<file path="src/hdl/rspe_pkg.sv">
// shared types, constants and GF(256) arithmetic for the reed-solomon parity encoder
// no dependencies
package rspe_pkg;

	localparam int BYTE_W = 8;
	localparam int EC_W = 6;
	localparam logic [BYTE_W:0] GF_POLY = 9'h11D;
	localparam int EC_RESET = 10;
	localparam logic REG_EC = 1'b0;

	typedef logic [BYTE_W-1:0] gf_t;

	// status of the input stage toward the parity buffer and the stream port
	typedef struct packed {
		logic load;
		logic stall;
	} lfsr_stat_t;

	// multiply by alpha
	function automatic gf_t gf_xtime(input gf_t a);
		logic [BYTE_W:0] x;
		x = {a, 1'b0};
		if (x[BYTE_W]) x = x ^ GF_POLY;
		return x[BYTE_W-1:0];
	endfunction

	function automatic gf_t gf_mul(input gf_t a, input gf_t b);
		gf_t x;
		gf_t acc;
		x = a;
		acc = '0;
		for (int k = 0; k < BYTE_W; k++) begin
			if (b[k]) acc = acc ^ x;
			x = gf_xtime(x);
		end
		return acc;
	endfunction

endpackage

</file>
<file path="src/hdl/rspe_genbuild.sv">
// generator polynomial builder: multiplies in one (x + alpha^k) factor per cycle
// depends on rspe_pkg
module rspe_genbuild import rspe_pkg::*; #(
	parameter int MAX_PARITY = 32
) (
	input  logic            clk,
	input  logic            arst_n,
	input  logic            start,
	input  logic [EC_W-1:0] ec,
	output logic            busy,
	output gf_t             gen [MAX_PARITY]
);

	logic            busy_q;
	logic [EC_W-1:0] deg_q;
	gf_t             root_q;
	gf_t             gen_q [MAX_PARITY];

	always_ff @(posedge clk or negedge arst_n) begin
		if (!arst_n) begin
			busy_q <= 1'b1;
			deg_q  <= '0;
			root_q <= gf_t'(1);
			for (int i = 0; i < MAX_PARITY; i++) gen_q[i] <= '0;
		end else if (start) begin
			busy_q <= 1'b1;
			deg_q  <= '0;
			root_q <= gf_t'(1);
			for (int i = 0; i < MAX_PARITY; i++) gen_q[i] <= '0;
		end else if (busy_q) begin
			if (deg_q == ec) begin
				busy_q <= 1'b0;
			end else begin
				// coefficients below the monic term, old values on the right
				gen_q[0] <= gen_q[0] ^ root_q;
				for (int i = 1; i < MAX_PARITY; i++)
					gen_q[i] <= gen_q[i] ^ gf_mul(root_q, gen_q[i-1]);
				root_q <= gf_xtime(root_q);
				deg_q  <= deg_q + 1'b1;
			end
		end
	end

	assign busy = busy_q;
	assign gen  = gen_q;

endmodule

</file>
<file path="config.mk">
export PLATFORM = sky130hd
export DESIGN_NAME = rspe_genbuild
export DESIGN_NICKNAME = d
export VERILOG_FILES = /design/src/hdl/rspe_pkg.sv /design/src/hdl/rspe_genbuild.sv
export SDC_FILE = /design/constraint.sdc
export NUM_CORES = 2
export LEC_CHECK = 0
export CAP_MARGIN = 20
export CORE_ASPECT_RATIO = 1.4
export CORE_MARGIN = 3
export CORE_UTILIZATION = 60
export CTS_CLUSTER_DIAMETER = 120
export DETAILED_ROUTE_END_ITERATION = 8
export DONT_BUFFER_PORTS = 1
export GPL_TIMING_DRIVEN = 1
export PLACE_DENSITY = 0.86
export SYNTH_ARGS = -nofsm -noshare
export SYNTH_HDL_FRONTEND = slang
export SYNTH_SLANG_ARGS = --single-unit
</file>
<file path="constraint.sdc">
create_clock -name clk -period 3.55 [get_ports clk]
set_input_delay 0.355 -clock clk [delete_from_list [all_inputs] [get_ports clk]]
set_output_delay 0.355 -clock clk [all_outputs]
set_load 0.05 [all_outputs]
</file>
==> results.md <==
- Buffer depth of the longest clock path: 3
- Worst hold path type: in -> async
- Total global-route track usage: 38.15%
- Violated checks: negative hold slack
- Leakage: 17.19 nW
- Number of global-route vias before repair: 40.64k
- Pint: between 10 and 15 mW
- Final WL: between 100,000 and 150,000 um
- Syn Inst Count: 5,539
- FP Rows: 113
- Nets@finish: between 5k and 6k
- Fin Hold WS: -0.4862 ns
- R2r startpoint: root_q[6]
- Worst Max-Slew Pin Slew: 1.232 ns
- Top cell type's share of synthesized area: 16.15%
- Drt initial violations: 4,757
- Grt met1 use: 43.59%
- Seq/Total Area, Yosys: 16.22%
- Die area: between 70,000 and 80,000 um^2
- Mean cell area of the mapped netlist: ~7.6 um^2
- Commonest cells post-synth: nand2_1 (1,800), xnor2_1 (765), clkbuf_1 (428)
- Final Instance Count excl. Fillers: 6,134
- Capture point of the worst reg-to-reg path: gen[229]
- Largest net degree at the start of global routing: 272
- Fin crit share: 98.63%
- Maximum fanout along the worst path: 65
- DPL Wire Length: 84,470 um
- Cell count after placement: about 6k
- H-tree depth: 2
- Ys async rst share: 100.0%
- Worst path arrival time: 4.02 ns
- GRT busiest layer: met2
- Worst-Skew Late Latency: 0.59 ns
- DRT antenna net count: 0
- Final Cell Area: 44,320 um^2
- Starting Density: 61.13%
- CTS root buf: clkbuf_16
- Max VDD drop: between 0.6 and 0.7 mV
- Switch share: 54.21%
- Vias: 40.91k
- Critical path endpoint category: flop
- Routed vias/inst: between 6 and 7
- Max Slew Vio Count: 0
- Hold_buf cts: 60
- Final Hold Viols: 271
- Register-to-Register Path Depth: 9
- Worst Clk Skew: 0.02393 ns
- Initial antenna violation count: 2
- Total gr overflow: 0
- Setup Crit Path Kind: reg -> reg
- Synth warn: 0
- Comb pwr share: 47.5%
- Design Power: around 30 mW
- Post-Syn Area: 41,830 um^2
- Gpl congestion: 0.8603
- Num CTS Buffers: 35
- Die extent in y: 318.4 um
- Max-cap violations: 0
- Most common cell in the synthesized netlist: nand2_1
- Crit. Startpoint: root_q[6]
- Status: complete, but fails checks
- Post-route DRC: 0
- Routing usage on met3: 9.717%
- Net Count, Synth: ~5.6k
- Largest area contributor in the netlist: nand2_1
- IO Pins: roughly 270
- Pwr Density: 671.1 nW/um^2
- FF-to-FF setup slack: 0.05 ns
- CP endpoint: gen[229]
- Startpoint Class: flop
- Reg power frac: 39.0%
- Clk sinks: 271
- EDFF count, synth: 0
- Final setup viols: 0
- Relative slew slack: 17.90%
- Minimum clock period: 3.501 ns
- Main synth FF type: dfrtp_1
- Port buffer count: 0
- Area grow syn2layout: 5.946%
- Required time of the worst setup path: 4.07 ns
- GR Util met2: 62.38%
- Clock-pin slew on the worst setup and hold paths: 0.06 ns
- Top post-synthesis cells by area: nand2_1 (16%), dfrtp_1 (16%), xnor2_1 (16%), xnor3_1 (15%), xor2_1 (5.8%)
- Routed len/inst: 23.61 um
- Fillcell total: 5,515
- Distinct cells, synth: 48
- First-pass GRT wire length: 223,000 um
- Layout cells sized above 1: 6.330%
- Unrepaired setup endpoints after global routing: true
- Synthesis-stage register bit count: 271
- Post-place instance area: 42,360 um^2
- Clock power frac: 13.5%
- Core footprint: 68,430 um^2
- Psw: ~16 mW
- Die Wd: 229.2 um
- CTS tree: done
- 1st-pass router iterations: 8
- Max Freq: 285.6 MHz
-- area by class of cell --
cell class / instances / area, um^2 / share of cell area (%)
Inverter: 22 / 83.83 / 0.1891
Sequential cell: 271 / 6812 / 15.37
Tap cell: 920 / 1151 / 2.597
Clock buffer: 48 / 1037 / 2.340
Clock inverter: 12 / 171.4 / 0.3868
Multi-Input combinational cell: 4629 / 32790 / 73.99
Timing Repair Buffer: 231 / 2271 / 5.124
Antenna cell: 1 / 2.502 / 0.005646
-- layer usage --
layer  wire, um  up-vias
met2      66040     3175
met4      11660        4
li1           -    17320
met5         34        -
met3      19610     1056
met1      47450    19360
-- cells in the final DEF (no fill, tap or decap), types with 79 or more instances in the layout --
cell type,count
a21oi_1,291
buf_4,139
dfrtp_1,262
mux2i_1,110
nand2_1,1800
nand3_1,79
o21ai_0,251
or3_1,182
xnor2_1,756
xnor3_1,280
xor2_1,273
-- through the flow --
stage	utilization, %	setup WS [ns]	TNS (ns)
4_1_cts	64.60	0.04120	0
2_1_floorplan	-	0.8696	0
3_3_place_gp	61.91	0.4401	0
6_report	64.77	0.04873	0
3_5_place_dp	61.91	0.4058	0
5_1_grt	64.76	-0.07560	-0.1272
-- cell families (layout without fill, tap and decap cells) --
| kind of cell | count (synthesis) | count (layout) | share of synthesized area, % |
|---|---|---|---|
| multiplexers | 165 | 165 | 4.112 |
| buffers and inverters | 639 | 313 | 6.107 |
| flip-flops | 271 | 271 | 16.22 |
| other | 0 | 1 | 0 |
| AND/OR/NAND/NOR | 2325 | 2325 | 23.50 |
| adder cells (fa/ha/maj) | 2 | 2 | 0.05981 |
| XOR/XNOR | 1368 | 1368 | 39.28 |
| AO/OA/AOI/OAI | 769 | 769 | 10.73 |
-- worst min path at each step --
stage          slack [ns]  endpoint  cells after the start  startpoint
3_5_place_dp         0.09  gen[176]                      0      arst_n
5_1_grt             -0.50  gen[176]                      0      arst_n
2_1_floorplan        0.06  deg_q[0]                      0      arst_n
6_report            -0.49  gen[176]                      0      arst_n
4_1_cts             -0.52  gen[176]                      0      arst_n
3_3_place_gp         0.09  deg_q[5]                      0      arst_n
-- power by group through the flow --
stage	sequential, mW	clock (mW)	combinational, mW
CTS	11.4	4.01	13.8
floorplan	8.79	0	12.2
global route	11.8	4.12	15.1
finish	11.6	4.01	14.1
global placement	11.4	0	12.8
detailed placement	11.5	0	13.3
-- timing repair --
item,CTS,global route
hold endpoints to repair,507,271
setup buffers,0,6
setup endpoints to repair,0,30
gates resized for setup,0,7
-- worst max-delay path, stage by stage, from the launching register on --
cell and delay, ns:
dfrtp_4 0.58, xnor2_4 0.40, xnor2_2 0.21, buf_12 0.35
nand2_1 0.13, xor3_1 0.41, xor2_1 0.17, or3_1 0.32
a21oi_1 0.18, dlygate4sd3_1 0.58
-- flip-flops by register name (all words and copies together) (netlist names) --
| signal | count |
|---|---|
| busy | 1 |
| deg_q | 6 |
| gen | 256 |
| root_q | 8 |
Power figures use the tool's default switching activity.
