File: src/hdl/rspe_pkg.sv
// shared types, constants and GF(256) arithmetic for the reed-solomon parity encoder
// no dependencies
package rspe_pkg;

	localparam int BYTE_W = 8;
	localparam int EC_W = 6;
	localparam logic [BYTE_W:0] GF_POLY = 9'h11D;
	localparam int EC_RESET = 10;
	localparam logic REG_EC = 1'b0;

	typedef logic [BYTE_W-1:0] gf_t;

	// status of the input stage toward the parity buffer and the stream port
	typedef struct packed {
		logic load;
		logic stall;
	} lfsr_stat_t;

	// multiply by alpha
	function automatic gf_t gf_xtime(input gf_t a);
		logic [BYTE_W:0] x;
		x = {a, 1'b0};
		if (x[BYTE_W]) x = x ^ GF_POLY;
		return x[BYTE_W-1:0];
	endfunction

	function automatic gf_t gf_mul(input gf_t a, input gf_t b);
		gf_t x;
		gf_t acc;
		x = a;
		acc = '0;
		for (int k = 0; k < BYTE_W; k++) begin
			if (b[k]) acc = acc ^ x;
			x = gf_xtime(x);
		end
		return acc;
	endfunction

endpackage

File: src/hdl/rspe_lfsr.sv
// input register and parity remainder register, one data word per cycle unless a last word waits for the buffer
// depends on rspe_pkg
module rspe_lfsr import rspe_pkg::*; #(
	parameter int MAX_PARITY = 32
) (
	input  logic       clk,
	input  logic       arst_n,
	input  logic       in_fire,
	input  gf_t        in_data,
	input  logic       in_last,
	input  logic       clear,
	input  logic       buf_free,
	input  gf_t        gen [MAX_PARITY],
	output lfsr_stat_t stat,
	output gf_t        par [MAX_PARITY]
);

	logic valid_s1;
	gf_t  data_s1;
	logic last_s1;
	gf_t  rem_q [MAX_PARITY];
	gf_t  rem_n [MAX_PARITY];
	gf_t  fb;
	logic adv;

	// entries at and above the parity count stay zero, so the shift runs full length
	always_comb begin
		fb = data_s1 ^ rem_q[0];
		for (int i = 0; i < MAX_PARITY - 1; i++)
			rem_n[i] = rem_q[i+1] ^ gf_mul(fb, gen[i]);
		rem_n[MAX_PARITY-1] = gf_mul(fb, gen[MAX_PARITY-1]);
	end

	assign stat.stall = valid_s1 && last_s1 && !buf_free;
	assign stat.load  = valid_s1 && last_s1 && buf_free;
	assign adv        = valid_s1 && !stat.stall;
	assign par        = rem_n;

	always_ff @(posedge clk or negedge arst_n) begin
		if (!arst_n) begin
			valid_s1 <= 1'b0;
			for (int i = 0; i < MAX_PARITY; i++) rem_q[i] <= '0;
		end else if (clear) begin
			valid_s1 <= 1'b0;
			for (int i = 0; i < MAX_PARITY; i++) rem_q[i] <= '0;
		end else begin
			if (in_fire) valid_s1 <= 1'b1;
			else if (adv) valid_s1 <= 1'b0;
			if (adv) begin
				for (int i = 0; i < MAX_PARITY; i++)
					rem_q[i] <= last_s1 ? gf_t'(0) : rem_n[i];
			end
		end
	end

	always_ff @(posedge clk) begin
		if (in_fire) begin
			data_s1 <= in_data;
			last_s1 <= in_last;
		end
	end

endmodule

File: config.mk
export PLATFORM = sky130hd
export DESIGN_NAME = rspe_lfsr
export DESIGN_NICKNAME = d
export VERILOG_FILES = /design/src/hdl/rspe_pkg.sv /design/src/hdl/rspe_lfsr.sv
export SDC_FILE = /design/constraint.sdc
export NUM_CORES = 2
export LEC_CHECK = 0
export BUFFER_PORTS_ARGS = -buffer_cell sky130_fd_sc_hd__buf_2
export CELL_PAD_IN_SITES_DETAIL_PLACEMENT = 2
export CELL_PAD_IN_SITES_GLOBAL_PLACEMENT = 2
export CORE_ASPECT_RATIO = 0.8
export CORE_UTILIZATION = 37
export CTS_CLUSTER_DIAMETER = 120
export DETAILED_ROUTE_END_ITERATION = 10
export GPL_TIMING_DRIVEN = 0
export PLACE_DENSITY_LB_ADDON = 0.25
export SLEW_MARGIN = 10
export SYNTH_ARGS = -nofsm -noshare
export SYNTH_HDL_FRONTEND = slang
export SYNTH_SLANG_ARGS = --single-unit
export TNS_END_PERCENT = 10
File: constraint.sdc
create_clock -name clk -period 8.6 [get_ports clk]
set_input_delay 0.43 -clock clk [delete_from_list [all_inputs] [get_ports clk]]
set_output_delay 0.43 -clock clk [all_outputs]
set_load 0.005 [all_outputs]
==> impl_summary.log <==
[metrics] arrival time at the worst endpoint: 6740 ps
[metrics] post-route ant nets: 0
[metrics] maximum fanout count along the critical path: 10
[metrics] mean post-synth cell area: just over 7 µm²
[metrics] number of setup buffers added after CTS: 0
[metrics] cells after synthesis: approximately 5400
[metrics] commonest non-fill, non-tap cell in the layout: nand2_1
[metrics] nets: ~6000
[metrics] Area contributors post-synth: xnor2_1 34%, nand2_1 18%, dfrtp_1 17%, xor2_1 9.7%, a22o_1 5.9%
[metrics] final routed wire length divided by cell count: between 30 and 40 µm
[metrics] maxcap violations: 6
[metrics] full die area: around 0.10 mm²
[metrics] level count of the clock H-tree: 2
[metrics] register bit total from synthesis: 266
[metrics] first-pass GRT wire length: about 360 mm
[metrics] post-synth top area share: approximately a third
[metrics] slack of the worst reg-to-reg path: ~2400 ps
[metrics] highest-count cells in the layout ignoring fill and taps: 1875 x nand2_1, 1480 x xnor2_1, 488 x buf_2
[metrics] global-route total usage across every layer: between 40 and 50%
[metrics] Worst Hold Margin: -0.105 ps
[metrics] layout cell share with drive strength beyond 1: between 10% and 20%
[metrics] net count after synthesis: between 5000 and 6000
[metrics] Setup Total Neg Slack: 0 ps
[metrics] HPWL after detailed placement: ~190 mm
[metrics] largest buffer count on any clock path: 3
[metrics] DR DRC count: 0
[metrics] final-report hold violation count: 1
[metrics] area grow syn2layout: 13.9%
[metrics] post-CTS sizing: 0
[metrics] Clock Latency Late Sink: about 650 ps
[metrics] total overflow reported by the global router: 0
[metrics] first drt pass iteration count: 5
[metrics] overall die height: between 200 and 300 µm
[metrics] worst-margin pin slew: 1540 ps
[metrics] WS Path Type: register to output pin
[metrics] number of synthesis warnings: 0
[metrics] top-level port count: between 500 and 600
[metrics] number of buffers created by CTS: 40
[metrics] via count of the first global-routing pass: roughly 45000
[metrics] Clock transition at path regs: ~70 ps
[metrics] maximum clock frequency: between 0.1 and 0.15 GHz
[metrics] RSZ-0062 raised after global routing: no
[metrics] count of cell types in the netlist: 30
[metrics] TritonCTS clock tree: built
[metrics] placeable core area: about 0.10 mm²
[metrics] average via count per standard cell: 6.29
[metrics] routed wire length: around 270 mm
[metrics] clock period minus final worst setup slack: 7170 ps
[metrics] Final Max Tran Viols: just over 50
[metrics] master cell of the clock root buffer: clkbuf_16
[metrics] result of the run: finished with violations
[metrics] DRT iter0 DRCs: ~6000
[metrics] Horiz. Die Dim: approximately 360 µm
[metrics] part of the cycle the worst path needs: a little over four fifths
[metrics] number of antenna violations at the first check in global routing: 46
[metrics] overall via count from detail_route: 45100
[metrics] proportion of synthesized chip area in sequential cells: approximately 18%
[metrics] number of buffers added on ports: ~350
[metrics] initial core utilization: between 30% and 40%
[metrics] Hold Crit Class: input port to register
[metrics] worst slew margin relative to its limit: -2.57%
[metrics] row count: between 100 and 150
[metrics] routability congestion estimate: about 1.0
[metrics] netlist area before placement: around 0.038 mm²
[metrics] CTS sink count: 266
[metrics] required time at the endpoint of the critical path: just over 8000 ps
[metrics] type of destination of the critical path: output pin
[metrics] violations in the final reports: hold timing, capacitance limit, slew limit
[metrics] setup violators final: 0
[metrics] largest net degree at the start of global routing: 86
[metrics] largest area contributor in the synthesized netlist: xnor2_1
[metrics] Worst setup SP type: register
[metrics] skew final: between 30 and 40 ps
[state kept, by name, summed over array words and instances (netlist names)]
signal,flops
rem_q,256
data_s1,8
last_s1,1
valid_s1,1
[synth_stat cells]
cell,n
o22ai_1,2
clkbuf_2,24
xnor3_2,2
xnor2_2,6
xnor3_1,15
xor2_2,2
a21oi_1,147
xnor2_4,6
nor3_1,1
buf_1,58
edfxtp_1,9
mux2i_1,5
a22oi_1,45
nor2_1,115
o21ai_0,87
xor3_1,1
a22o_1,256
a21o_1,1
xnor2_1,1487
nand3b_1,8
and3_1,1
dfrtp_1,257
clkbuf_1,342
and3b_1,1
buf_2,110
nand2b_1,4
o211ai_1,48
nor3b_1,21
xor2_1,421
nand2_1,1875
[layer usage]
metal	vias up	wire, µm	global-route usage, %
met3	1061	34300	15.0
met1	22900	102000	61.7
met5	-	237	0
li1	17500	-	-
met4	36	22200	37.5
met2	3543	112000	72.8
[worst max-delay path, cell delays in order (launching register included)]
cell      delay, ps
dfrtp_1         460
xnor2_1         390
clkbuf_1        740
xnor3_1         690
clkbuf_2        710
buf_1          1070
buf_2           770
nor2_1           90
a21oi_1         140
a21oi_1         100
xnor2_1         670
buf_2           240
[path summary, 6_finish.rpt]
kind | depth (start not counted) | start | end
worst max-delay path | 11 | rem_q[251] | par[14]
worst min-delay path | 1 | in_data[6] | data_s1[6]
worst max register to register | 11 | rem_q[251] | rem_q[14]
worst min register to register | 1 | rem_q[241] | rem_q[241]
max in group asynchronous | 4 | arst_n | rem_q[179]
min in group asynchronous | 2 | arst_n | rem_q[59]
[cell families (layout without fill, tap and decap cells)]
logic type | after synthesis | in the layout | share of synthesized area (%)
xor+xnor | 1940 | 1940 | 45.6
simple gates | 2026 | 2026 | 20.2
mux | 5 | 5 | 0.131
flops | 266 | 266 | 17.5
other cells | 0 | 28 | 0
buf+inv | 534 | 971 | 5.69
compound gates | 586 | 586 | 10.8
[through the flow]
stage | utilization (%) | cells | hold WS, ps | cell area [µm²] | worst slack (ps)
2_1_floorplan | - | 5357 | 134 | 38200 | 5560
3_3_place_gp | 40.6 | 7042 | 508 | 41600 | 812
3_5_place_dp | 41.0 | 7053 | 396 | 42000 | 2590
4_1_cts | 42.4 | 7131 | 0.222 | 43400 | 1960
5_1_grt | 42.4 | 7134 | 7.83 | 43400 | 1830
6_report | 42.5 | 7159 | -0.105 | 43500 | 1430
[final cells by class]
cell class	count	area, µm²
fillers	12300	59000
multi-input cells	4557	29400
flip-flops and latches	266	6700
plain buffers	534	2290
repair buffers	367	2050
well taps	1337	1670
clock buffers	54	1090
clock inverters	16	250
diodes	28	70.1
[what timing repair did]
action	in CTS	in global routing
hold endpoints to repair	49	0
hold buffers	8	0
endpoints found under the setup margin	0	0
Power is left out: the tool's default activity adds up to more than one toggle a clock period on the data nets, which glitch-free logic cannot reach.
