`src/hdl/rspe_pkg.sv`:
```
// shared types, constants and GF(256) arithmetic for the reed-solomon parity encoder
// no dependencies
package rspe_pkg;

	localparam int BYTE_W = 8;
	localparam int EC_W = 6;
	localparam logic [BYTE_W:0] GF_POLY = 9'h11D;
	localparam int EC_RESET = 10;
	localparam logic REG_EC = 1'b0;

	typedef logic [BYTE_W-1:0] gf_t;

	// status of the input stage toward the parity buffer and the stream port
	typedef struct packed {
		logic load;
		logic stall;
	} lfsr_stat_t;

	// multiply by alpha
	function automatic gf_t gf_xtime(input gf_t a);
		logic [BYTE_W:0] x;
		x = {a, 1'b0};
		if (x[BYTE_W]) x = x ^ GF_POLY;
		return x[BYTE_W-1:0];
	endfunction

	function automatic gf_t gf_mul(input gf_t a, input gf_t b);
		gf_t x;
		gf_t acc;
		x = a;
		acc = '0;
		for (int k = 0; k < BYTE_W; k++) begin
			if (b[k]) acc = acc ^ x;
			x = gf_xtime(x);
		end
		return acc;
	endfunction

endpackage

```
`src/hdl/rspe_outbuf.sv`:
```
// parity output buffer, shifts out one word per accepted transfer, highest degree first
// depends on rspe_pkg
module rspe_outbuf import rspe_pkg::*; #(
	parameter int MAX_PARITY = 32
) (
	input  logic            clk,
	input  logic            arst_n,
	input  logic            load,
	input  gf_t             par [MAX_PARITY],
	input  logic [EC_W-1:0] ec,
	input  logic            out_ready,
	output logic            out_valid,
	output gf_t             out_data,
	output logic            out_last,
	output logic            buf_free
);

	logic [EC_W-1:0] left_q;
	gf_t             par_q [MAX_PARITY];
	logic            fire;

	assign out_valid = left_q != '0;
	assign out_data  = par_q[0];
	assign out_last  = left_q == EC_W'(1);
	assign fire      = out_valid && out_ready;
	assign buf_free  = !out_valid || (out_last && out_ready);

	always_ff @(posedge clk or negedge arst_n) begin
		if (!arst_n) begin
			left_q <= '0;
		end else if (load) begin
			left_q <= ec;
		end else if (fire) begin
			left_q <= left_q - 1'b1;
		end
	end

	always_ff @(posedge clk) begin
		if (load) begin
			par_q <= par;
		end else if (fire) begin
			for (int i = 0; i < MAX_PARITY - 1; i++) par_q[i] <= par_q[i+1];
			par_q[MAX_PARITY-1] <= '0;
		end
	end

endmodule

```
`config.mk`:
```
export PLATFORM = sky130hd
export DESIGN_NAME = rspe_outbuf
export DESIGN_NICKNAME = d
export VERILOG_FILES = /design/src/hdl/rspe_pkg.sv /design/src/hdl/rspe_outbuf.sv
export SDC_FILE = /design/constraint.sdc
export NUM_CORES = 1
export LEC_CHECK = 0
export BUFFER_PORTS_ARGS = -buffer_cell sky130_fd_sc_hd__buf_2
export CAP_MARGIN = 10
export CORE_ASPECT_RATIO = 1.4
export CORE_MARGIN = 3
export CORE_UTILIZATION = 40
export DETAILED_ROUTE_END_ITERATION = 8
export GPL_ROUTABILITY_DRIVEN = 0
export PLACE_DENSITY = 0.7
export SETUP_SLACK_MARGIN = 0.2
export SLEW_MARGIN = 0
export SYNTH_ARGS = -nofsm -noshare
export SYNTH_HDL_FRONTEND = slang
export SYNTH_SLANG_ARGS = --single-unit
```
`constraint.sdc`:
```
create_clock -name clk -period 7.1 [get_ports clk]
set_clock_uncertainty 0.05 [all_clocks]
set_input_delay 0.71 -clock clk [delete_from_list [all_inputs] [get_ports clk]]
set_output_delay 0.71 -clock clk [all_outputs]
set_load 0.05 [all_outputs]
```
==> results summary, run 1 <==
The run finished with clean final reports. At the later pin of the worst-skew pair, clock insertion delay measures 0.53 ns. For this run, the register share of the synthesized area comes to 0.701.

The clock transition at the register clock pins on the worst setup and hold paths after CTS is 0.07 ns. Sorting the synthesized cells by area gives the leading types as sky130_fd_sc_hd__edfxtp_1, sky130_fd_sc_hd__mux2_2, sky130_fd_sc_hd__dfrtp_1. In this run the number of H-tree levels came out at 1. Total power for the finished layout comes to 3.60 mW. Summed over all layers, the global routing overflow is 0. Measured along the y axis, the die boundary spans 204 um.

The critical path goes through inv_1 > ha_1 > nand2b_1 > o21ai_0 > nand2_8 > buf_12. The number of max-cap violations came out at 0. The count of nets left with antenna violations once routing finished came out at 0. The worst setup path is captured at a register.

Dividing the final minimum period by the clock period gives 0.443. The data arrival time of the critical path came out at 3.25 ns. The final wirelength came out at 22.9 mm. The sequential cell area in the final layout came out at 7840 um^2.

The register bit total from synthesis is 262. The critical path class is reg2reg. Of the cells placed in the final design, the portion with a size suffix greater than 1 is 0.635. The unique cell type count in the Yosys netlist is 32.

During synthesis, Yosys emitted a total of 0 warnings. In the global route stage, overall resource usage came out at 0.147. After synthesis the cells add up to 11200 um^2. The die is 147 um wide. Setup violations remaining at the end of the flow were counted as 0.

The global-route wire length before repair is 34.6 mm. Counting the fill cells in the layout gives 2326. In this design, the largest share of critical-path delay is due to simple AND/OR/NAND/NOR gates. The number of antenna violations at the first check in global routing was 5. Counting along the longest clock path gives a buffer depth of 3.

The switching power as a share of total power came out at 0.215. In this run, the number of DRC markers left after iteration 0 of detailed routing was 244. The top-level I/O count is 277. The net count of the finished layout is 1147. The worst setup path is launched from a register. Adding up every negative setup slack in the final design gives 0 ns.

The number of enable-type register cells in the synthesized netlist came out at 256. The number of buffer cells added on primary ports came out at 276. The total number of cells along the worst setup path is 6. In this run the tightest slew margin relative to its limit is 0.313.

The synthesized instance count came out at 606. The number of search-and-repair iterations in the first detailed-routing pass is 4. The hold slack came out at 0.343 ns. The area enclosed by the die boundary came out at 30000 um^2. The average detailed-routed wire length per instance came out at 18.2 um. The routed layout has 6074 vias.

Setup repair after global routing left no endpoint under its margin. For this configuration, the core starts out at a cell density of 0.411. Clock tree synthesis inserted a total of 27 buffers.

For this design the ratio of total power to cell area is 263 nW/um^2. CTS saw 262 sinks. Post-CTS repair changed the size of 0 cells.

Compared with the post-synthesis result, the final layout area differs by 22.4%. Among all stages on the critical path, the largest delay is contributed by sky130_fd_sc_hd__nand2_8. The multi-input combinational cell area came out at 3140 um^2. For this run, asynchronously set or reset flops after synthesis account for 0.0229.

The share of total power dissipated in the clock network is 0.360. The via count of the first global-routing pass is 6360. For this design the static power due to leakage is 5.30 nW. The share of total power dissipated in sequential elements is 0.544. The clock period minus worst slack came out at 3.14 ns. The biggest area contributor in the post-synthesis netlist is sky130_fd_sc_hd__edfxtp_1. Of all nets on the critical path, the largest fanout is 141. Buffers added to address setup during post-CTS repair amount to 0. The via density per instance is 4.81.

The power spent charging and discharging nets is 774 uW. The share of Yosys cell area claimed by the top area cell type came out at 0.687. The main flop type after synthesis is sky130_fd_sc_hd__edfxtp_1. The share of total power dissipated in combinational logic is 0.096. The total buffers and inverters traversed by the critical path is 2. The detailed-placement wirelength estimate came out at 16.1 mm. The cell-internal power came out at 2.83 mW. The final hold violation count is 0. The min-delay analysis places its worst path in the category in2reg.

TritonCTS built the clock tree. After synthesis, the mean cell area works out to 18.5 um^2. The core region area came out at 27200 um^2. The highest clock rate came out at 0.318 GHz. The largest net degree at the start of global routing is 142. The slew at the pin closest to its max-slew limit came out at 1.03 ns. The critical path's largest stage delay came out at 0.57 ns.

The required time reported for the critical path endpoint is 7.21 ns. The worst IR drop on VDD is 0.192 mV. For the worst flop-to-flop path, the logic depth is 6. sky130_fd_sc_hd__edfxtp_1 is the most common cell in the netlist. The number of max-slew violations in the final report came out at 0. The standard-cell row count is 71. The tree is rooted in a sky130_fd_sc_hd__clkbuf_16. The post-synthesis net count is 875.

Counting instances in the post-synthesis netlist gives the leading cell types as sky130_fd_sc_hd__edfxtp_1, sky130_fd_sc_hd__mux2_2, sky130_fd_sc_hd__buf_2. The worst hold path cell count is 3. The remaining design rule violation count came out at 0.
state kept, by name, summed over array words and instances, names as in the netlist:
register  cells
par_q       248
out_data      8
left_q        6
area by class of cell:
cell class / instances / share of cell area
antenna: 2 / 0.000366
clock buffer: 32 / 0.0507
clock inverter: 14 / 0.00704
inverter: 4 / 0.00110
multi-input combinational: 302 / 0.229
sequential: 262 / 0.572
tap: 365 / 0.0334
timing repair buffer: 281 / 0.105
through the flow:
step / std cells / utilization / area [um^2] / setup slack (ns)
6_report: 1262 / 0.504 / 13700 / 3.96
5_1_grt: 1262 / 0.504 / 13700 / 3.72
4_1_cts: 1260 / 0.503 / 13700 / 4.04
3_5_place_dp: 1213 / 0.474 / 12900 / 3.58
3_3_place_gp: 1213 / 0.474 / 12900 / 3.59
2_1_floorplan: 606 / - / 11200 / 2.38
power groups by stage:
stage                     Combinational, mW  Clock, mW  Sequential, mW
after CTS                             0.353       1.34            1.96
after global routing                  0.381       1.39            1.98
after detailed placement              0.351          0            2.00
after floorplan                       0.241          0            1.97
after global placement                0.342          0            1.99
final                                 0.346       1.30            1.96
layout by cell type, fill, tap and decap left out, types with 4 or more instances in the layout:
cell                        Yosys  layout
sky130_fd_sc_hd__buf_2         26     275
sky130_fd_sc_hd__and2_1         8       8
sky130_fd_sc_hd__nand2_1        8       7
sky130_fd_sc_hd__clkinv_2       0       4
sky130_fd_sc_hd__clkbuf_1       3       5
sky130_fd_sc_hd__nor2_1         7       7
sky130_fd_sc_hd__clkbuf_16      0      27
sky130_fd_sc_hd__clkinv_1       1       7
sky130_fd_sc_hd__dfrtp_1        6       6
sky130_fd_sc_hd__edfxtp_1     256     256
sky130_fd_sc_hd__mux2_2       248     248
sky130_fd_sc_hd__nand3_1        4       4
routing by layer:
metal / track usage / wire length, um
met3: 0.0543 / 2330
met5: 0 / 34
met2: 0.257 / 11400
met4: 0.0363 / 386
met1: 0.172 / 8820
timing repair:
action | CTS | global route
hold buffers | 1 | 0
endpoints found under the setup margin | 0 | 0
endpoints found under the hold margin | 6 | 0
cells by family (layout without fill, tap and decap cells):
| logic type | count (synthesis) | after routing | share of synthesized area |
|---|---|---|---|
| compound gates | 13 | 13 | 0.00850 |
| fa+ha+maj | 3 | 3 | 0.00336 |
| buf+inv | 42 | 331 | 0.0197 |
| flops | 262 | 262 | 0.701 |
| mux | 248 | 248 | 0.250 |
| other cells | 0 | 2 | 0 |
| simple gates | 38 | 38 | 0.0179 |
worst paths after layout:
path | startpoint | endpoint | slack (ns)
min in group asynchronous | arst_n | left_q[5] | 0.48
min | ec[5] | left_q[5] | 0.34
max in group asynchronous | arst_n | left_q[1] | 6.35
max reg2reg | left_q[0] | par_q[240] | 3.96
max | left_q[0] | par_q[240] | 3.96
min reg2reg | par_q[244] | out_data[4] | 0.49
tightest hold or removal path, delay by kind of cell:
family,cells,cell delay (ns)
buffers and inverters,1,0.08
and+or+nand+nor,2,0.10
(Power assumes the default switching activity.)
==> run 2: changes to the inputs <==
Settings changed: PLACE_DENSITY 0.7 to 0.68.
Clock period 7.1 ns to 3 ns, I/O delays scaled along.
==> run 2 against run 1 <==
Effect of this change:
- routed wire length increased by 5.9%
- core utilization increased by 3.3 points
- combinational power increased to 2.7 times the previous value
- via count increased by 5.8%
- power increased by 140%
- global-route usage increased by 1.1 points
- setup slack got worse by 3.4 ns
- clock-buffer cell count decreased by 3
- hold slack got worse by 0.32 ns
==> results summary, run 2 (synthesized netlist as in run 1, its figures left out) <==
The reg-to-reg setup timing slack came out at 0.64 ns (-3.32 ns). The core region area came to 27200 um^2 (unchanged). The tree is rooted in a sky130_fd_sc_hd__clkbuf_16. The slew at the pin closest to its max-slew limit came to 1.09 ns (+0.0573 ns). The worst hold path cell count is 2 (-1). The number of standard cells in the final layout excluding fillers is 1346 (+6.7%). The start point of the worst hold path is par[147]. The area growth from synthesis to layout came out at 30.5%.

The data arrival time of the critical path came out at 2.07 ns (-1.18 ns). The cell count of the worst reg-to-reg path came to 4 (-2). The number of search-and-repair iterations in the first detailed-routing pass came out at 4 (unchanged). The largest driver fanout on the critical path is 7 (-95%).

The highest clock rate is 0.413 GHz. The maximum root-to-sink buffer count was 3 (unchanged). The remaining antenna violation count after routing came out at 0 (unchanged). Setup repair after global routing left no endpoint under its margin. The number of sinks handled by clock tree synthesis was 262 (unchanged).

The library cell used most frequently in the layout, excluding fill and tap cells, is sky130_fd_sc_hd__buf_2. The clock insertion delay at the later pin of the skew report is 0.53 ns (about the same). The number of antenna violations at the first check in global routing was 8 (+3). The terminating pin of the worst hold path is par_q[147].

TritonCTS built the clock tree. The number of buffers added by the clock tree synthesis step is 26 (-3.7%). The final wirelength came out at 24.3 mm (+5.9%). Counting flops per register, the top entry is par_q. The violation count after the first detailed-route iteration came to 222 (-9.0%).

The clock transition at the register clock pins on the worst setup and hold paths after CTS came out at 0.06 ns (about the same). Leaving out fill and tap cells, the most frequent cells in the layout are sky130_fd_sc_hd__buf_2, sky130_fd_sc_hd__edfxtp_1, sky130_fd_sc_hd__mux2_2. The cell count after placement came out at 1215 (+0.16%). The largest net degree at the start of global routing came out at 179 (+26%). The maximum level of the CTS H-tree came out at 1 (unchanged). The setup TNS after final layout was 0 ns (unchanged). The clock period minus worst slack came out at 2.42 ns. The starting density of the core is 0.411 (unchanged). The via count of the first global-routing pass came out at 6882 (+8.2%).

The number of max-slew violations in the final report came to 0 (unchanged). The top-level I/O count is 277 (unchanged). The number of buffer cells added on primary ports is 276 (unchanged). The detailed-placement wirelength estimate is 16.0 mm (-0.43%). The area enclosed by the die boundary came out at 30000 um^2 (unchanged). The total via count after detailed routing is 6424 (+5.8%). The utilization after layout came out at 0.537 (+0.0334).

The run finished with clean final reports. The final hold violation count is 0 (unchanged). The overall global routing resource usage is 0.158 (+0.0113). The floorplan die height came out at 204 um (unchanged). In this run the critical register-to-register path is launched from left_q[2]. The global-route wire length before repair came out at 37.4 mm (+7.9%).

The number of nets in the layout came out at 1231 (+7.3%). The worst slew margin relative to its limit came to 0.275 (-0.0382). The number of setup violations in the final report is 0 (unchanged).

The minimum setup slack after placement was 0.638 ns (-2.94 ns). The ratio of total power to cell area came out at 595 nW/um^2 (+130%). The leftover overflow at the end of global routing is 0 (unchanged). The design area is 14600 um^2 (+6.6%). The standard-cell row count came out at 71 (unchanged). The post-route clock period utilization came out at 0.808. The floorplan die width came to 147 um (unchanged). The startpoint type of the worst setup path is a register. The required time reported for the critical path endpoint is 2.65 ns (-4.56 ns).

The number of flip-flops under the largest register name is 248 (unchanged). The remaining design rule violation count came out at 0 (unchanged). The capture point of the worst reg-to-reg path is par_q[101].

The via density per instance came out at 4.77 (-0.84%). By startpoint and endpoint, the worst setup path is classified as reg2out. The tightest min-delay check is of the in2reg type. The smallest setup slack after layout is 0.577 ns (-3.38 ns). The leakage dissipation came out at 5.69 nW (+7.2%). The ratio of cells with drive above 1 in the final layout was 0.587 (-0.0479). STA classifies the critical path endpoint as a primary output.

The number of max-cap violations came to 0 (unchanged). The worst IR drop on VDD is 0.552 mV (+190%). The number of buffers inserted to repair setup after CTS came out at 0 (unchanged). The average detailed-routed wire length per instance came out at 18.0 um (-0.72%). The placed standard-cell area is 12900 um^2 (+0.41%).
run 2: cell count changes in the layout (fill, tap and decap cells not counted):
cell	delta
sky130_fd_sc_hd__buf_12	+3
sky130_fd_sc_hd__buf_4	-1
sky130_fd_sc_hd__bufinv_16	+1
sky130_fd_sc_hd__clkbuf_1	-2
sky130_fd_sc_hd__clkbuf_16	-1
sky130_fd_sc_hd__clkinv_1	-3
sky130_fd_sc_hd__clkinv_2	+2
sky130_fd_sc_hd__clkinv_8	+1
sky130_fd_sc_hd__clkinvlp_4	+2
sky130_fd_sc_hd__diode_2	-1
sky130_fd_sc_hd__dlygate4sd3_1	+83
sky130_fd_sc_hd__o21ai_0	-1
sky130_fd_sc_hd__o21ai_1	+1
run 2: repair_timing:
item | CTS | global route
hold endpoints to repair | 89 | 0
gates resized for setup | 0 | 0
hold buffers | 84 | 0
run 2: routing by layer:
layer	share of wire	global-route usage	routed length [um]	vias to the layer above
met3	0.10	0.0601	2450	43
met1	0.37	0.182	9030	3046
met2	0.51	0.280	12300	249
met5	0.0034	0	82	-
li1	-	-	-	3074
met4	0.018	0.0370	447	12
run 2: final cells by class:
cell class,instances,area (um^2)
diodes,1,2.50
fillers,2250,12600
inverters,4,15.0
clock inverters,17,156
multi-input cells,302,3140
clock buffers,29,662
well taps,365,457
flip-flops and latches,262,7840
repair buffers,366,2330
run 2: through the flow:
stage | hold slack, ns | total power [mW]
after floorplan | -0.0456 | 5.22
after global placement | 0.0828 | 5.53
after detailed placement | 0.0886 | 5.56
after CTS | 0.000248 | 8.81
after global routing | 0.00545 | 9.06
final | 0.0274 | 8.68
run 2: worst max-delay path by stage:
stage,startpoint,endpoint
after floorplan,left_q[2],out_data[0]
after global placement,left_q[2],par_q[0]
after detailed placement,left_q[2],par_q[4]
after CTS,left_q[2],out_last
after global routing,left_q[2],out_last
final,left_q[2],out_last
run 2: worst max-delay path, stage by stage (launching register included):
cell and delay, ns:
sky130_fd_sc_hd__dfrtp_1 0.44, sky130_fd_sc_hd__nor3_1 0.62, sky130_fd_sc_hd__and3_1 0.24, sky130_fd_sc_hd__buf_2 0.26
run 2: power breakdown:
part           internal, mW  switching, mW
combinational         0.539          0.387
sequential             4.51          0.125
clock                  1.77           1.35
total                  6.81           1.87
==> run 3: changes to the inputs <==
Settings changed: PLACE_DENSITY 0.68 to 0.7.
Clock period 3 ns to 2.2 ns, I/O delays scaled along.
==> run 3 against run 2 <==
Effect of this change:
- the flow now stops in 4_1_cts
- synthesized area unchanged
- synthesized cell count unchanged
==> results summary, run 3 <==
The number of buffer cells added on primary ports is 276 (unchanged). The share of Yosys cell area claimed by the top area cell type is 0.687 (unchanged). The cell area after synthesis came to 11200 um^2 (unchanged). Among all flip-flop cells after synthesis, the most frequent one is sky130_fd_sc_hd__edfxtp_1. The post-cts repair resize count came out at 14 (+14).

The number of buffers inserted to repair setup after CTS came to 5 (+5). The starting density of the core is 0.411 (unchanged). The top-level I/O count is 277 (unchanged). The post-synthesis net count came out at 875 (unchanged). The number of buffers added by the clock tree synthesis step came out at 26 (unchanged). The maximum level of the CTS H-tree is 1 (unchanged). The floorplan die height came out at 204 um (unchanged).

The detailed-placement wirelength estimate is 17.2 mm (+7.7%). The flow stopped in 4_1_cts. The unique cell type count in the Yosys netlist is 32 (unchanged). The dominant cell by count in the synthesized netlist is sky130_fd_sc_hd__edfxtp_1. The cell count after placement came out at 1229 (+1.2%). In the post-synthesis netlist, the biggest area contributors are sky130_fd_sc_hd__edfxtp_1, sky130_fd_sc_hd__mux2_2, sky130_fd_sc_hd__dfrtp_1. By count the netlist is led by sky130_fd_sc_hd__edfxtp_1, sky130_fd_sc_hd__mux2_2, sky130_fd_sc_hd__buf_2. The register bit total from synthesis came out at 262 (unchanged).

Clock tree synthesis selected as its root buffer the cell sky130_fd_sc_hd__clkbuf_16. The number of warnings printed during yosys synthesis is 0 (unchanged). The post-synthesis sequential area ratio is 0.701 (unchanged).

The hold buffer count at CTS is 257 (+210%). The maximum root-to-sink buffer count is 3 (unchanged). The flow did not finish. The average footprint of a synthesized cell is 18.5 um^2 (unchanged).

The synthesized instance count came out at 606 (unchanged). Of all cell types, the one taking the most synthesized area is sky130_fd_sc_hd__edfxtp_1. The standard-cell row count came to 71 (unchanged). The tool reported: "[ERROR RSZ-0060] Max buffer count reached". The number of sinks handled by clock tree synthesis came to 262 (unchanged). The floorplan die width came out at 147 um (unchanged). The async set or reset register ratio after synthesis was 0.0229 (unchanged). The number of enable-type register cells in the synthesized netlist came out at 256 (unchanged).
[run 3: through the flow]
step | util | area, um^2 | hold slack [ns] | TNS (ns) | setup slack [ns]
detailed placement | 0.483 | 13100 | 0.00573 | 0 | 0.237
floorplan | - | 11200 | -0.126 | -61.58 | -0.241
global placement | 0.483 | 13100 | 0.00611 | 0 | 0.268
[run 3: kinds of logic after synthesis]
kind of cell               share of synthesized area
AOI/OAI and AO/OA                            0.00850
adders and majority gates                    0.00336
DFF                                            0.701
buffers and inverters                         0.0197
muxes                                          0.250
and+or+nand+nor                               0.0179
==> run 4: changes to the inputs <==
Settings changed: CORE_ASPECT_RATIO 1.4 to default, CORE_UTILIZATION 40 to 25, PLACE_DENSITY 0.7 to default, PLACE_DENSITY_LB_ADDON from default to 0.15, SETUP_SLACK_MARGIN 0.2 to default.
Clock period 2.2 ns to 2.9 ns, I/O delays scaled along.
==> run 4 against run 3 <==
Effect of this change:
- the flow now finishes without violations
==> results summary, run 4 (synthesized netlist as in run 1, its figures left out) <==
The worst hold path cell count is 2. The library cell used most frequently in the layout, excluding fill and tap cells, is sky130_fd_sc_hd__buf_2. The endpoint identified for the worst register-to-register timing path is par_q[218]. The number of max-slew violations in the final report came out at 0. The number of buffers added by the clock tree synthesis step is 34 (+31%).

Static timing analysis puts the maximum clock frequency at 0.421 GHz. The register with the most flip-flops in the layout has 248 of them. The hold buffer count at CTS was 191 (-26%). The overall global routing resource usage is 0.114.

The path class of the lowest-slack min-delay path is in2reg. The detailed-placement wirelength estimate is 17.5 mm (+1.4%). The setup TNS after final layout came out at 0 ns. The critical path's largest stage delay came out at 0.45 ns. The via count of the first global-routing pass is 7456.

Using the TritonRoute via totals, the vias-per-cell ratio works out to 4.08. The required time reported for the critical path endpoint is 2.56 ns. par_q holds more flip-flops than any other register. The clock insertion delay at the later pin of the skew report came out at 0.53 ns. The post-cts repair resize count was 0 (-14). The total via count after detailed routing is 6892. CTS placed an instance of sky130_fd_sc_hd__clkbuf_16 at the clock tree root. The ratio of total power to cell area came out at 598 nW/um^2. The highest-delay cell along the critical path is sky130_fd_sc_hd__nor2b_1. Summed over all cells, the static leakage comes to 6.26 nW.

The clock transition at the register clock pins on the worst setup and hold paths after CTS is 0.05 ns. The average detailed-routed wire length per instance came out at 16.2 um. The post-route clock period utilization came out at 0.820.

The top-level I/O count is 277 (unchanged). The worst IR drop on VDD came out at 0.379 mV. The floorplan step defined a die boundary enclosing 47300 um^2. The final hold violation count was 0.

Setup repair after global routing left no endpoint under its margin. The reg-to-reg setup timing slack is 0.76 ns. The overall power after layout came out at 9.68 mW. The number of setup violations in the final report came out at 0.

The worst setup path is of the reg2out kind. The cell count of the worst reg-to-reg path is 7. Walking the worst path, the cells encountered are inv_1 > ha_1 > nor2b_1 > nand2_1 > buf_2. The number of buffers inserted to repair setup after CTS came out at 0 (-5). Leaving out fill and tap cells, the most frequent cells in the layout are sky130_fd_sc_hd__buf_2, sky130_fd_sc_hd__edfxtp_1, sky130_fd_sc_hd__mux2_2. The global-route wire length before repair came out at 41.6 mm. For this run, design rule violations remaining after detail routing come to 0.

The startpoint of the lowest-slack register-to-register path is left_q[0]. The starting density of the core is 0.256 (-0.155). The number of antenna violations at the first check in global routing came to 5. The leftover overflow at the end of global routing came out at 0. STA classifies the critical path endpoint as a primary output. The core region area is 43600 um^2. The maximum root-to-sink buffer count came out at 3 (unchanged).

In this run the remaining antenna-violating nets after routing total 0. The floorplan die height is 218 um (+6.7%). After the last flow step, the layout net total stands at 1351. The floorplan die width is 218 um (+48%).

The startpoint type of the worst setup path is a register. The layout has 4166 filler cells. In this run the tightest slew margin relative to its limit is 0.345. TritonCTS built the clock tree. The area growth from synthesis to layout is 44.8%. In the final layout, the share of cells above drive strength 1 is 0.530. The slew at the pin closest to its max-slew limit came out at 0.983 ns.

The standard-cell row count came out at 76 (+7.0%). The first routing iteration left 377 violations. The number of max-cap violations came out at 0. The largest driver fanout on the critical path came out at 6.

The number of search-and-repair iterations in the first detailed-routing pass is 4. The final wirelength came out at 27.4 mm. The number of sinks handled by clock tree synthesis came out at 262 (unchanged). The largest net degree at the start of global routing is 156. The clock period minus worst slack is 2.38 ns. The number of buffer cells added on primary ports came out at 276 (unchanged). The maximum level of the CTS H-tree was 2 (+1). The worst hold path begins at par[118]. The run finished with clean final reports. The data arrival time of the critical path is 2.04 ns. The path with the worst hold slack has its endpoint at par_q[118].
==> run 4: layout make-up <==
class	instances	area (um^2)	share of cell area
Timing Repair Buffer	478	3460	0.214
Tap cell	585	732	0.0452
Clock buffer	40	895	0.0553
Inverter	4	15.0	0.000928
Antenna cell	3	7.51	0.000464
Clock inverter	16	98.8	0.00611
Sequential cell	262	7840	0.484
Multi-Input combinational cell	302	3140	0.194
==> run 4: per-layer routing <==
metal | share of wire | vias up | track usage
li1 | - | 3325 | -
met1 | 0.46 | 3313 | 0.151
met2 | 0.46 | 207 | 0.179
met3 | 0.065 | 43 | 0.0346
met4 | 0.020 | 4 | 0.0335
met5 | 0.00080 | - | 0
==> run 4: power breakdown <==
group	total [mW]	leakage, nW	switching [mW]	internal [mW]
clock network	3.80	0.482	1.60	2.20
registers	4.78	2.68	0.117	4.66
logic	1.11	3.09	0.446	0.660
total	9.68	6.26	2.16	7.52
==> run 4: worst max-delay path by stage <==
| stage | start | endpoint | slack (ns) | depth (start not counted) |
|---|---|---|---|---|
| after floorplan | left_q[2] | out_data[0] | 0.06 | 3 |
| after detailed placement | left_q[0] | par_q[195] | 0.73 | 7 |
| after global placement | left_q[0] | par_q[200] | 0.74 | 7 |
| after CTS | left_q[0] | out_valid | 0.49 | 5 |
| final | left_q[0] | out_valid | 0.52 | 5 |
| after global routing | left_q[0] | out_valid | 0.32 | 5 |
==> run 4: metrics by stage <==
stage	hold slack (ns)	setup slack [ns]	area, um^2	cells	util
global route	0.00490	0.322	16200	1690	0.371
global placement	0.0889	0.739	13300	1440	0.304
finish	0.0360	0.522	16200	1690	0.371
CTS	0.0000507	0.491	16200	1687	0.371
detailed placement	0.0843	0.728	13300	1440	0.304
floorplan	-0.0556	0.0621	11200	606	-
==> run 4: worst max-delay path, delay by kind of cell (launching register included) <==
kind | cells | cell delay [ns]
adders and majority gates | 1 | 0.21
and+or+nand+nor | 2 | 0.54
DFF | 1 | 0.42
buffers and inverters | 2 | 0.35
